**src/hdl/tsb_pkg.sv**
```systemverilog
// Shared constants and types for the bilinear sparse texture sampler.
// Used by tsb_div, tsb_mem and texture_sampler_bilinear_sparse.
package tsb_pkg;

  localparam int MAX_SIDE     = 128;
  localparam int TEXEL_BITS   = 16;
  localparam int MAX_CHANNELS = 4;
  localparam int SIDE_BITS    = $clog2(MAX_SIDE);
  localparam int ADDR_BITS    = 2 * SIDE_BITS;
  localparam int WORD_BITS    = TEXEL_BITS * MAX_CHANNELS;
  localparam int CH_BITS      = 2;

  // Divider operand widths and step counter width.
  localparam int DVD_BITS  = 32;
  localparam int DVS_BITS  = 24;
  localparam int CNT_BITS  = $clog2(DVD_BITS + 1);

  // Stream word widths.
  localparam int S_DATA_W = 96;
  localparam int M_DATA_W = 64;

  // Configuration register indexes.
  localparam logic [1:0] REG_WIDTH    = 2'd0;
  localparam logic [1:0] REG_HEIGHT   = 2'd1;
  localparam logic [1:0] REG_CHANNELS = 2'd2;

  // Input word kinds carried on tuser.
  localparam logic FUNC_WRITE  = 1'b0;
  localparam logic FUNC_SAMPLE = 1'b1;

  typedef enum logic [3:0] {
    ST_IDLE,
    ST_AX_MOD,
    ST_AX_MUL,
    ST_DIV_K,
    ST_DIV_W,
    ST_AX_MUL2,
    ST_DIV_LO,
    ST_DIV_HI,
    ST_CORNER,
    ST_FETCH,
    ST_MIX,
    ST_OUT
  } state_t;

endpackage

```
**src/hdl/tsb_div.sv**
```systemverilog
// Iterative unsigned restoring divider, one quotient bit per cycle.
// Depends on tsb_pkg for operand widths.
module tsb_div (
  input  logic                         clk,
  input  logic                         rst,
  input  logic                         start,
  input  logic [tsb_pkg::DVD_BITS-1:0] dividend,
  input  logic [tsb_pkg::DVS_BITS-1:0] divisor,
  output logic                         done,
  output logic [tsb_pkg::DVD_BITS-1:0] quot,
  output logic [tsb_pkg::DVS_BITS-1:0] rem
);

  logic                         busy;
  logic [tsb_pkg::CNT_BITS-1:0] cnt;
  logic [tsb_pkg::DVD_BITS-1:0] dvd;
  logic [tsb_pkg::DVS_BITS-1:0] r;
  logic [tsb_pkg::DVS_BITS-1:0] dvs;
  logic [tsb_pkg::DVS_BITS:0]   trial;
  logic                         fits;

  // Shift in the next dividend bit and test against the divisor.
  assign trial = {r, dvd[tsb_pkg::DVD_BITS-1]};
  assign fits  = trial >= {1'b0, dvs};

  // Control: count the steps and pulse done after the last one.
  always_ff @(posedge clk) begin
    if (rst) begin
      busy <= 1'b0;
      done <= 1'b0;
      cnt  <= '0;
    end else begin
      done <= 1'b0;
      if (start) begin
        busy <= 1'b1;
        cnt  <= tsb_pkg::CNT_BITS'(tsb_pkg::DVD_BITS);
      end else if (busy) begin
        cnt <= cnt - 1'b1;
        if (cnt == tsb_pkg::CNT_BITS'(1)) begin
          busy <= 1'b0;
          done <= 1'b1;
        end
      end
    end
  end

  // Datapath: partial remainder and quotient.
  always_ff @(posedge clk) begin
    if (start) begin
      dvd <= dividend;
      r   <= '0;
      dvs <= divisor;
    end else if (busy) begin
      if (fits) begin
        r   <= tsb_pkg::DVS_BITS'(trial - {1'b0, dvs});
        dvd <= {dvd[tsb_pkg::DVD_BITS-2:0], 1'b1};
      end else begin
        r   <= trial[tsb_pkg::DVS_BITS-1:0];
        dvd <= {dvd[tsb_pkg::DVD_BITS-2:0], 1'b0};
      end
    end
  end

  assign quot = dvd;
  assign rem  = r;

endmodule

```
**config.mk**
```make
export PLATFORM = sky130hd
export DESIGN_NAME = tsb_div
export DESIGN_NICKNAME = d
export VERILOG_FILES = /design/src/hdl/tsb_pkg.sv /design/src/hdl/tsb_div.sv
export SDC_FILE = /design/constraint.sdc
export NUM_CORES = 1
export LEC_CHECK = 0
export BUFFER_PORTS_ARGS = -buffer_cell sky130_fd_sc_hd__buf_2
export CAP_MARGIN = 20
export CELL_PAD_IN_SITES_DETAIL_PLACEMENT = 0
export CELL_PAD_IN_SITES_GLOBAL_PLACEMENT = 2
export CORE_MARGIN = 3
export CORE_UTILIZATION = 37
export DETAILED_ROUTE_END_ITERATION = 6
export PLACE_DENSITY_LB_ADDON = 0.1
export SLEW_MARGIN = 20
export SYNTH_ARGS = -nofsm -noshare
export SYNTH_HDL_FRONTEND = slang
export SYNTH_SLANG_ARGS = --single-unit
export TNS_END_PERCENT = 1
```
**constraint.sdc**
```tcl
create_clock -name clk -period 7 [get_ports clk]
set_input_delay 0.7 -clock clk [delete_from_list [all_inputs] [get_ports clk]]
set_output_delay 0.7 -clock clk [all_outputs]
set_load 0.05 [all_outputs]
```
==> metrics.md, run 1 <==
| Metric | Value |
|---|---|
| Fin. max-slew vios | 0 |
| Largest family of logic cells by synthesized area | compound AO/OA/AOI/OAI gates |
| Post-Route WL | between 10 and 15 mm |
| Post-CTS setup buffer count | 0 |
| Total GRT Usage | between 15 and 20% |
| Post-Synth Adder-Cell Area | about 7.1% |
| Die ar. | 14650 µm² |
| DPL Wire Length | about 8 mm |
| Post-CTS Resized | 0 |
| DR DRC count | 0 |
| Mapped cell area | approximately 4900 µm² |
| Internal Power | 1037 µW |
| Via-per-instance ratio | ~4.9 |
| Net Switching | slightly above 500 µW |
| Largest net degree at the start of global routing | between 50 and 60 |
| Static Leakage | 0.002529 µW |
| Most used flip-flop cell after synthesis | edfxtp_1 |
| Initial antenna violation count | 0 |
| Post-synth EDFFs | 56 |
| Max-cap viol count | 0 |
| Clk sinks | 88 |
| Placer Congestion | about 0.79 |
| Min-delay worst type | flop to flop |
| Worst vdd ir | ~0.00019 V |
| Via count | about 3600 |
| Post-synthesis simple-gate area fraction | a little over a tenth |
| Nets | about 650 |
| Combinational fraction of design power | between 20% and 30% |
| Commonest cells after routing, fill and taps aside | 114 x buf_2, 56 x edfxtp_1, 48 x nor2_1 |
| Worst skew pair latency | between 0.3 and 0.4 ns |
| Mapped Cells | 453 |
| Clock share of power | 30.9% |
| Syn_area_per_cell | roughly 11 µm² |
| Setup Viol. Count Final | 0 |
| Unique masters post-synth | 62 |
| Drt first-iter violations | a little under 200 |
| Hold Buf Count CTS | 0 |
| Crit Path Class | flop to flop |
| WP depth | 11 |
| Max Buffers Root-to-Sink | 2 |
| CP max stage delay | between 0.6 and 0.7 ns |
| Post-place setup slack | between 3 and 4 ns |
| Hold path depth | 2 |
| CP max FO | 13 |
| Critical-path cell list | inv_1 > ha_1 > nand2b_1 > a211oi_2 > o21ai_1 > o211ai_2 > and2_4 > o31a_1 > buf_4 > mux2i_1 > a211oi_1 |
| PnR worst setup slack | 3.839 ns |
| Clk_skew | slightly above 0.007 ns |
| Final hold vios | 0 |
| Commonest non-fill, non-tap cell in the layout | buf_2 |
| Switching Share | approximately a third |
| Vias in the first global route | approximately 3700 |
| Yosys reg bits | between 80 and 90 |
| Minimum clock period | about 3.2 ns |
| CTS tree | done |
| Die H | 121.0 µm |
| Worst Reg-to-Reg Cells | 11 |
| Crit path buf inv count | 2 |
| Starting Density | 38.34% |
| Fraction of layout cells with a size suffix above 1 | 31.05% |
| RSZ-0062 raised after global routing | no |
| Width of the die | between 100 and 150 µm |
| Status | finished, final reports clean |
| Yosys warning count | 0 |
| Io pins | around 120 |
| Final worst-path cycle share | a little under half |
| ANT nets after route | 0 |
| Syn_nets | around 540 |
| CP delay by family, top | compound AO/OA/AOI/OAI gates |
| Seq pwr share | between 40% and 50% |
| Ant diodes | 0 |
| IO Port Bufs | approximately 120 |
| Clock-pin slew on the worst setup and hold paths | ~0.060 ns |
| Placed cell area | 5617 µm² |
| Seq/Total Area, Yosys | a little under half |
| Routed length per placed instance | about 15 µm |
| Critical path arrival | roughly 3.4 ns |
| TritonCTS Buffers | 9 |
| CP endpoint kind | flop |
| Clk root buf | clkbuf_16 |
| Grt total ovfl | 0 |
| Core area | around 13000 µm² |
| First-pass GRT wire length | between 15 and 20 mm |
| Setup TNS | 0 ns |
| Worst setup SP type | flop |
| Mux share of post-synthesis cell area | between 10 and 15% |
| Rel. slew slack | slightly below 50% |
| Xor/xnor share of the synthesized area | slightly above 4% |
| PnR Total Power | 1552 µW |
| Post-synth ARST share | 0% |
| Fin area | between 5000 and 6000 µm² |
| Actual slew at the worst max-slew pin | around 0.77 ns |
| CP max stage cell | o31a_1 |
| Final Util | a little under half |
| Layout area overhead | 20.59% |
| Worst EP required | just over 7 ns |
| Pre-antenna DRT Iters | 4 |
| Power Density | between 200 and 300 nW/µm² |
| # H-tree levels | 3 |
| Max Fclk | about 320 MHz |
| Synth Area in Compound Gates | between 10% and 20% |
| Site Rows | 41 |
| Fillers | 1245 |
==> cells in the mapped netlist, types with 2 or more instances <==
library cell / n / area [µm²]
dfxtp_1: 32 / 640.6
o21ai_0: 7 / 35.03
xnor2_1: 16 / 140.1
nand3_1: 8 / 40.04
mux2_2: 32 / 360.4
o21bai_1: 2 / 15.01
nor2b_1: 2 / 12.51
o21a_1: 3 / 22.52
inv_1: 34 / 127.6
edfxtp_1: 56 / 1682
or3_1: 2 / 12.51
o31ai_1: 3 / 22.52
ha_1: 26 / 325.3
a211oi_1: 21 / 157.7
nor4_1: 3 / 18.77
a311oi_1: 4 / 35.03
xor2_1: 7 / 61.31
a21oi_1: 20 / 100.1
nand4_1: 2 / 12.51
mux2i_1: 19 / 190.2
nor2_1: 48 / 180.2
a21o_1: 9 / 67.56
clkbuf_1: 14 / 52.55
a21boi_1: 3 / 22.52
a31oi_1: 3 / 18.77
o41ai_1: 2 / 17.52
and3_1: 4 / 25.02
a211oi_2: 2 / 25.02
o211ai_1: 2 / 15.01
o21ai_1: 5 / 25.02
nand2_1: 24 / 90.09
nand2b_1: 4 / 25.02
nor3_1: 4 / 20.02
or2_2: 2 / 12.51
==> worst paths after layout <==
kind                                          start             endpoint  slack [ns]
worst max-delay path             quot[31]$_DFFE_PP_  rem[6]$_SDFFE_PP0P_        3.84
worst max register to register   quot[31]$_DFFE_PP_  rem[6]$_SDFFE_PP0P_        3.84
worst min-delay path            cnt[0]$_SDFFE_PP0P_  cnt[0]$_SDFFE_PP0P_        0.49
worst min register to register  cnt[0]$_SDFFE_PP0P_  cnt[0]$_SDFFE_PP0P_        0.49
==> cell families after synthesis <==
family | Yosys count
simple gates | 113
compound gates | 99
mux | 51
fa+ha+maj | 27
buf+inv | 52
xor+xnor | 23
flops | 88
==> flip-flops by register name (all words and copies together) (netlist names) <==
register  flops
busy          1
cnt           6
done          1
dvs          24
quot         32
rem          24
==> layout make-up <==
| type | count | area, µm² | share of cell area, % |
|---|---|---|---|
| sequential | 88 | 2322 | 39.32 |
| timing repair buffer | 119 | 608.1 | 10.30 |
| multi-input combinational | 313 | 2344 | 39.68 |
| clock buffer | 11 | 232.7 | 3.941 |
| inverter | 34 | 127.6 | 2.161 |
| tap | 172 | 215.2 | 3.644 |
| clock inverter | 5 | 56.30 | 0.9534 |
==> worst min-delay path, stage by stage (launching register included) <==
cell and delay, ns:
dfxtp_1 0.32, nand2_1 0.06, a21oi_1 0.06
==> power by group through the flow <==
stage | logic, µW | registers (µW) | clock network (µW)
floorplan | 234 | 752 | 0
finish | 440 | 633 | 480
global placement | 443 | 644 | 0
detailed placement | 443 | 644 | 0
global route | 481 | 640 | 516
CTS | 445 | 634 | 499
==> through the flow <==
step	hold WS (ns)	cells
5_1_grt	0.5036	742
4_1_cts	0.4863	742
3_5_place_dp	0.4767	726
2_1_floorplan	0.4627	453
3_3_place_gp	0.4727	726
6_report	0.4861	742
==> routing by layer <==
layer,vias to the layer above,wire length [µm],track usage [%],share of wire [%]
li1,1871,-,-,-
met1,1680,5235,20.48,48
met2,85,5009,24.66,46
met3,12,594,4.802,5.4
met4,0,159,5.312,1.4
met5,-,0,0,0
(Power assumes the default switching activity.)
==> run 2: changes to the inputs <==
--- a/config.mk
+++ b/config.mk
@@ -10,7 +10,7 @@
 export CELL_PAD_IN_SITES_DETAIL_PLACEMENT = 0
 export CELL_PAD_IN_SITES_GLOBAL_PLACEMENT = 2
 export CORE_MARGIN = 3
-export CORE_UTILIZATION = 37
+export CORE_UTILIZATION = 31
 export DETAILED_ROUTE_END_ITERATION = 6
 export PLACE_DENSITY_LB_ADDON = 0.1
 export SLEW_MARGIN = 20
==> constraint.sdc (replaced) <==
create_clock -name clk -period 2.6 [get_ports clk]
set_input_delay 0.26 -clock clk [delete_from_list [all_inputs] [get_ports clk]]
set_output_delay 0.26 -clock clk [all_outputs]
set_load 0.05 [all_outputs]
==> metrics.md, run 2 (synthesis gave the netlist of run 1 again) <==
| Metric | Value |
|---|---|
| Status | finished, final reports clean |
| Pre-antenna DRT Iters | 4 (unchanged) |
| Site Rows | 45 (+9.8%) |
| Clock-pin slew on the worst setup and hold paths | 0.07 ns (about the same) |
| Max Buffers Root-to-Sink | 2 (unchanged) |
| Max reg flops | 32 (unchanged) |
| Minimum clock period | 2.580 ns (-0.5818 ns) |
| Via count | 3921 (+7.5%) |
| Total GRT Usage | 14.87% (-0.79 points) |
| First-pass GRT wire length | 20.82 mm (+14%) |
| Largest net degree at the start of global routing | 51 (-1.9%) |
| Starting Density | 31.98% (-6.4 points) |
| DPL Wire Length | 9.293 mm (+15%) |
| RSZ-0062 raised after global routing | yes |
| Fraction of layout cells with a size suffix above 1 | 42.97% (+12 points) |
| Core area | 15310 µm² (+20%) |
| # H-tree levels | 3 (unchanged) |
| Max-cap viol count | 0 (unchanged) |
| Clk root buf | clkbuf_16 |
| Critical path arrival | 2.68 ns (-0.68 ns) |
| Commonest cells after routing, fill and taps aside | 114 x buf_2, 56 x edfxtp_1, 50 x buf_4 |
| Critical-path cell list | inv_1 > ha_4 > and4_4 > and2b_1 > o31ai_4 > o211ai_2 > and2_4 > o31a_1 > buf_12 > mux2_2 |
| Seq pwr share | 37.4% (-3.4 points) |
| Post-CTS setup buffer count | 0 (unchanged) |
| IO Port Bufs | 115 (unchanged) |
| Drt first-iter violations | 159 (-18%) |
| Worst skew pair latency | 0.35 ns (about the same) |
| Worst vdd ir | 0.0004794 V (+160%) |
| Worst EP required | 2.70 ns (-4.49 ns) |
| CP max FO | 15 (+2) |
| Max Fclk | 387.7 MHz (+23%) |
| Switching Share | 33.12% (-0.11 points) |
| Initial antenna violation count | 0 (unchanged) |
| Min-delay worst type | input pin to flop |
| Via-per-instance ratio | 4.724 (-3.9%) |
| Post-Route WL | 12.74 mm (+16%) |
| TritonCTS Buffers | 9 (unchanged) |
| CTS tree | done |
| Actual slew at the worst max-slew pin | 0.5531 ns (-0.2206 ns) |
| Combinational fraction of design power | 31.1% (+2.8 points) |
| Worst setup SP type | flop |
| CP max stage delay | 0.38 ns (-0.26 ns) |
| Internal Power | 3042 µW (+190%) |
| ANT nets after route | 0 (unchanged) |
| Die ar. | 17340 µm² (+18%) |
| Io pins | 116 (unchanged) |
| Die H | 131.7 µm (+8.8%) |
| Net Switching | 1506 µW (+190%) |
| Final hold vios | 0 (unchanged) |
| Ant diodes | 0 (unchanged) |
| Commonest non-fill, non-tap cell in the layout | buf_2 |
| Final worst-path cycle share | 99.21% (+54 points) |
| Setup Viol. Count Final | 0 (unchanged) |
| Static Leakage | 0.002802 µW (+11%) |
| Post-place setup slack | -0.02467 ns (-3.835 ns) |
| Nets | 700 (+7.5%) |
| Placer Congestion | 0.7431 (-6.3%) |
| Routed length per placed instance | 15.35 µm (+3.6%) |
| CP max stage cell | edfxtp_1 |
| Layout area overhead | 34.67% |
| Fin. max-slew vios | 0 (unchanged) |
| CP endpoint kind | flop |
| Vias in the first global route | 4035 (+8.0%) |
| DR DRC count | 0 (unchanged) |
| Crit Path Class | flop to flop |
| Width of the die | 131.7 µm (+8.8%) |
| Grt total ovfl | 0 (unchanged) |
| PnR worst setup slack | 0.02048 ns (-3.818 ns) |
| Clk_skew | 0.008602 ns (+0.001385 ns) |
| Fillers | 1514 (+22%) |
| PnR Total Power | 4548 µW (+190%) |
| Clk sinks | 88 (unchanged) |
| Rel. slew slack | 63.13% (+15 points) |
| Power Density | 689.5 nW/µm² (+160%) |
| Clock share of power | 31.5% (+0.6 points) |
| Hold_ws | 0.08385 ns (-0.4023 ns) |
-- run 2: cell types whose count changed in the layout (fill, tap and decap cells not counted), sizes merged --
cell / previous run / this run
buf: 119 / 168
bufinv: 1 / 2
clkbuf: 11 / 10
-- run 2: final timing paths --
| kind | startpoint | end | slack, ns | cells past startpoint |
|---|---|---|---|---|
| max | dvs[10]$_DFFE_PP_ | quot[0]$_DFFE_PP_ | 0.02 | 10 |
| min | divisor[14] | dvs[14]$_DFFE_PP_ | 0.08 | 1 |
| max reg2reg | dvs[10]$_DFFE_PP_ | quot[0]$_DFFE_PP_ | 0.02 | 10 |
| min reg2reg | cnt[0]$_SDFFE_PP0P_ | cnt[0]$_SDFFE_PP0P_ | 0.50 | 2 |
-- run 2: routing by layer --
layer  part of all wire [%]  global-route usage, %
met5                      0                      0
met4                    1.5                  4.551
met1                     46                  18.70
met2                     45                  23.90
met3                    7.6                  5.436
-- run 2: area by class of cell --
class / count / area (µm²) / share of cell area [%]
clock inverters: 6 / 93.84 / 1.423
clock buffers: 10 / 229.0 / 3.472
flip-flops and latches: 88 / 2335 / 35.40
multi-input cells: 313 / 2537 / 38.47
inverters: 34 / 127.6 / 1.935
repair buffers: 168 / 1008 / 15.29
well taps: 211 / 264.0 / 4.003
-- run 2: power by group through the flow --
stage | Combinational [µW] | Clock, µW | Sequential, µW
3_3_place_gp | 1350 | 0 | 1730
3_5_place_dp | 1350 | 0 | 1730
2_1_floorplan | 636 | 0 | 2030
6_report | 1410 | 1430 | 1700
4_1_cts | 1380 | 1480 | 1700
5_1_grt | 1550 | 1530 | 1720
-- run 2: critical path, delay by kind of cell (launching register included) --
family | cells | cell delay [ns]
adder cells (fa/ha/maj) | 1 | 0.22
AND/OR/NAND/NOR | 3 | 0.53
buffers and inverters | 2 | 0.30
multiplexers | 1 | 0.26
AO/OA/AOI/OAI | 3 | 0.65
flip-flops | 1 | 0.38
-- run 2: repair_timing --
action                     in CTS  in global routing
setup endpoints to repair      13                 25
pin swaps                       2                  9
hold buffers                    0                  0
gates resized for setup         8                 22
-- run 2: metrics by stage --
step / area [µm²] / setup TNS (ns) / utilization (%) / cells
floorplan: 4926 / -0.8481 / - / 453
global placement: 6087 / 0 / 39.75 / 814
detailed placement: 6087 / -0.05930 / 39.75 / 814
CTS: 6452 / -0.01145 / 42.13 / 830
global route: 6595 / -0.8247 / 43.06 / 830
finish: 6595 / 0 / 43.06 / 830
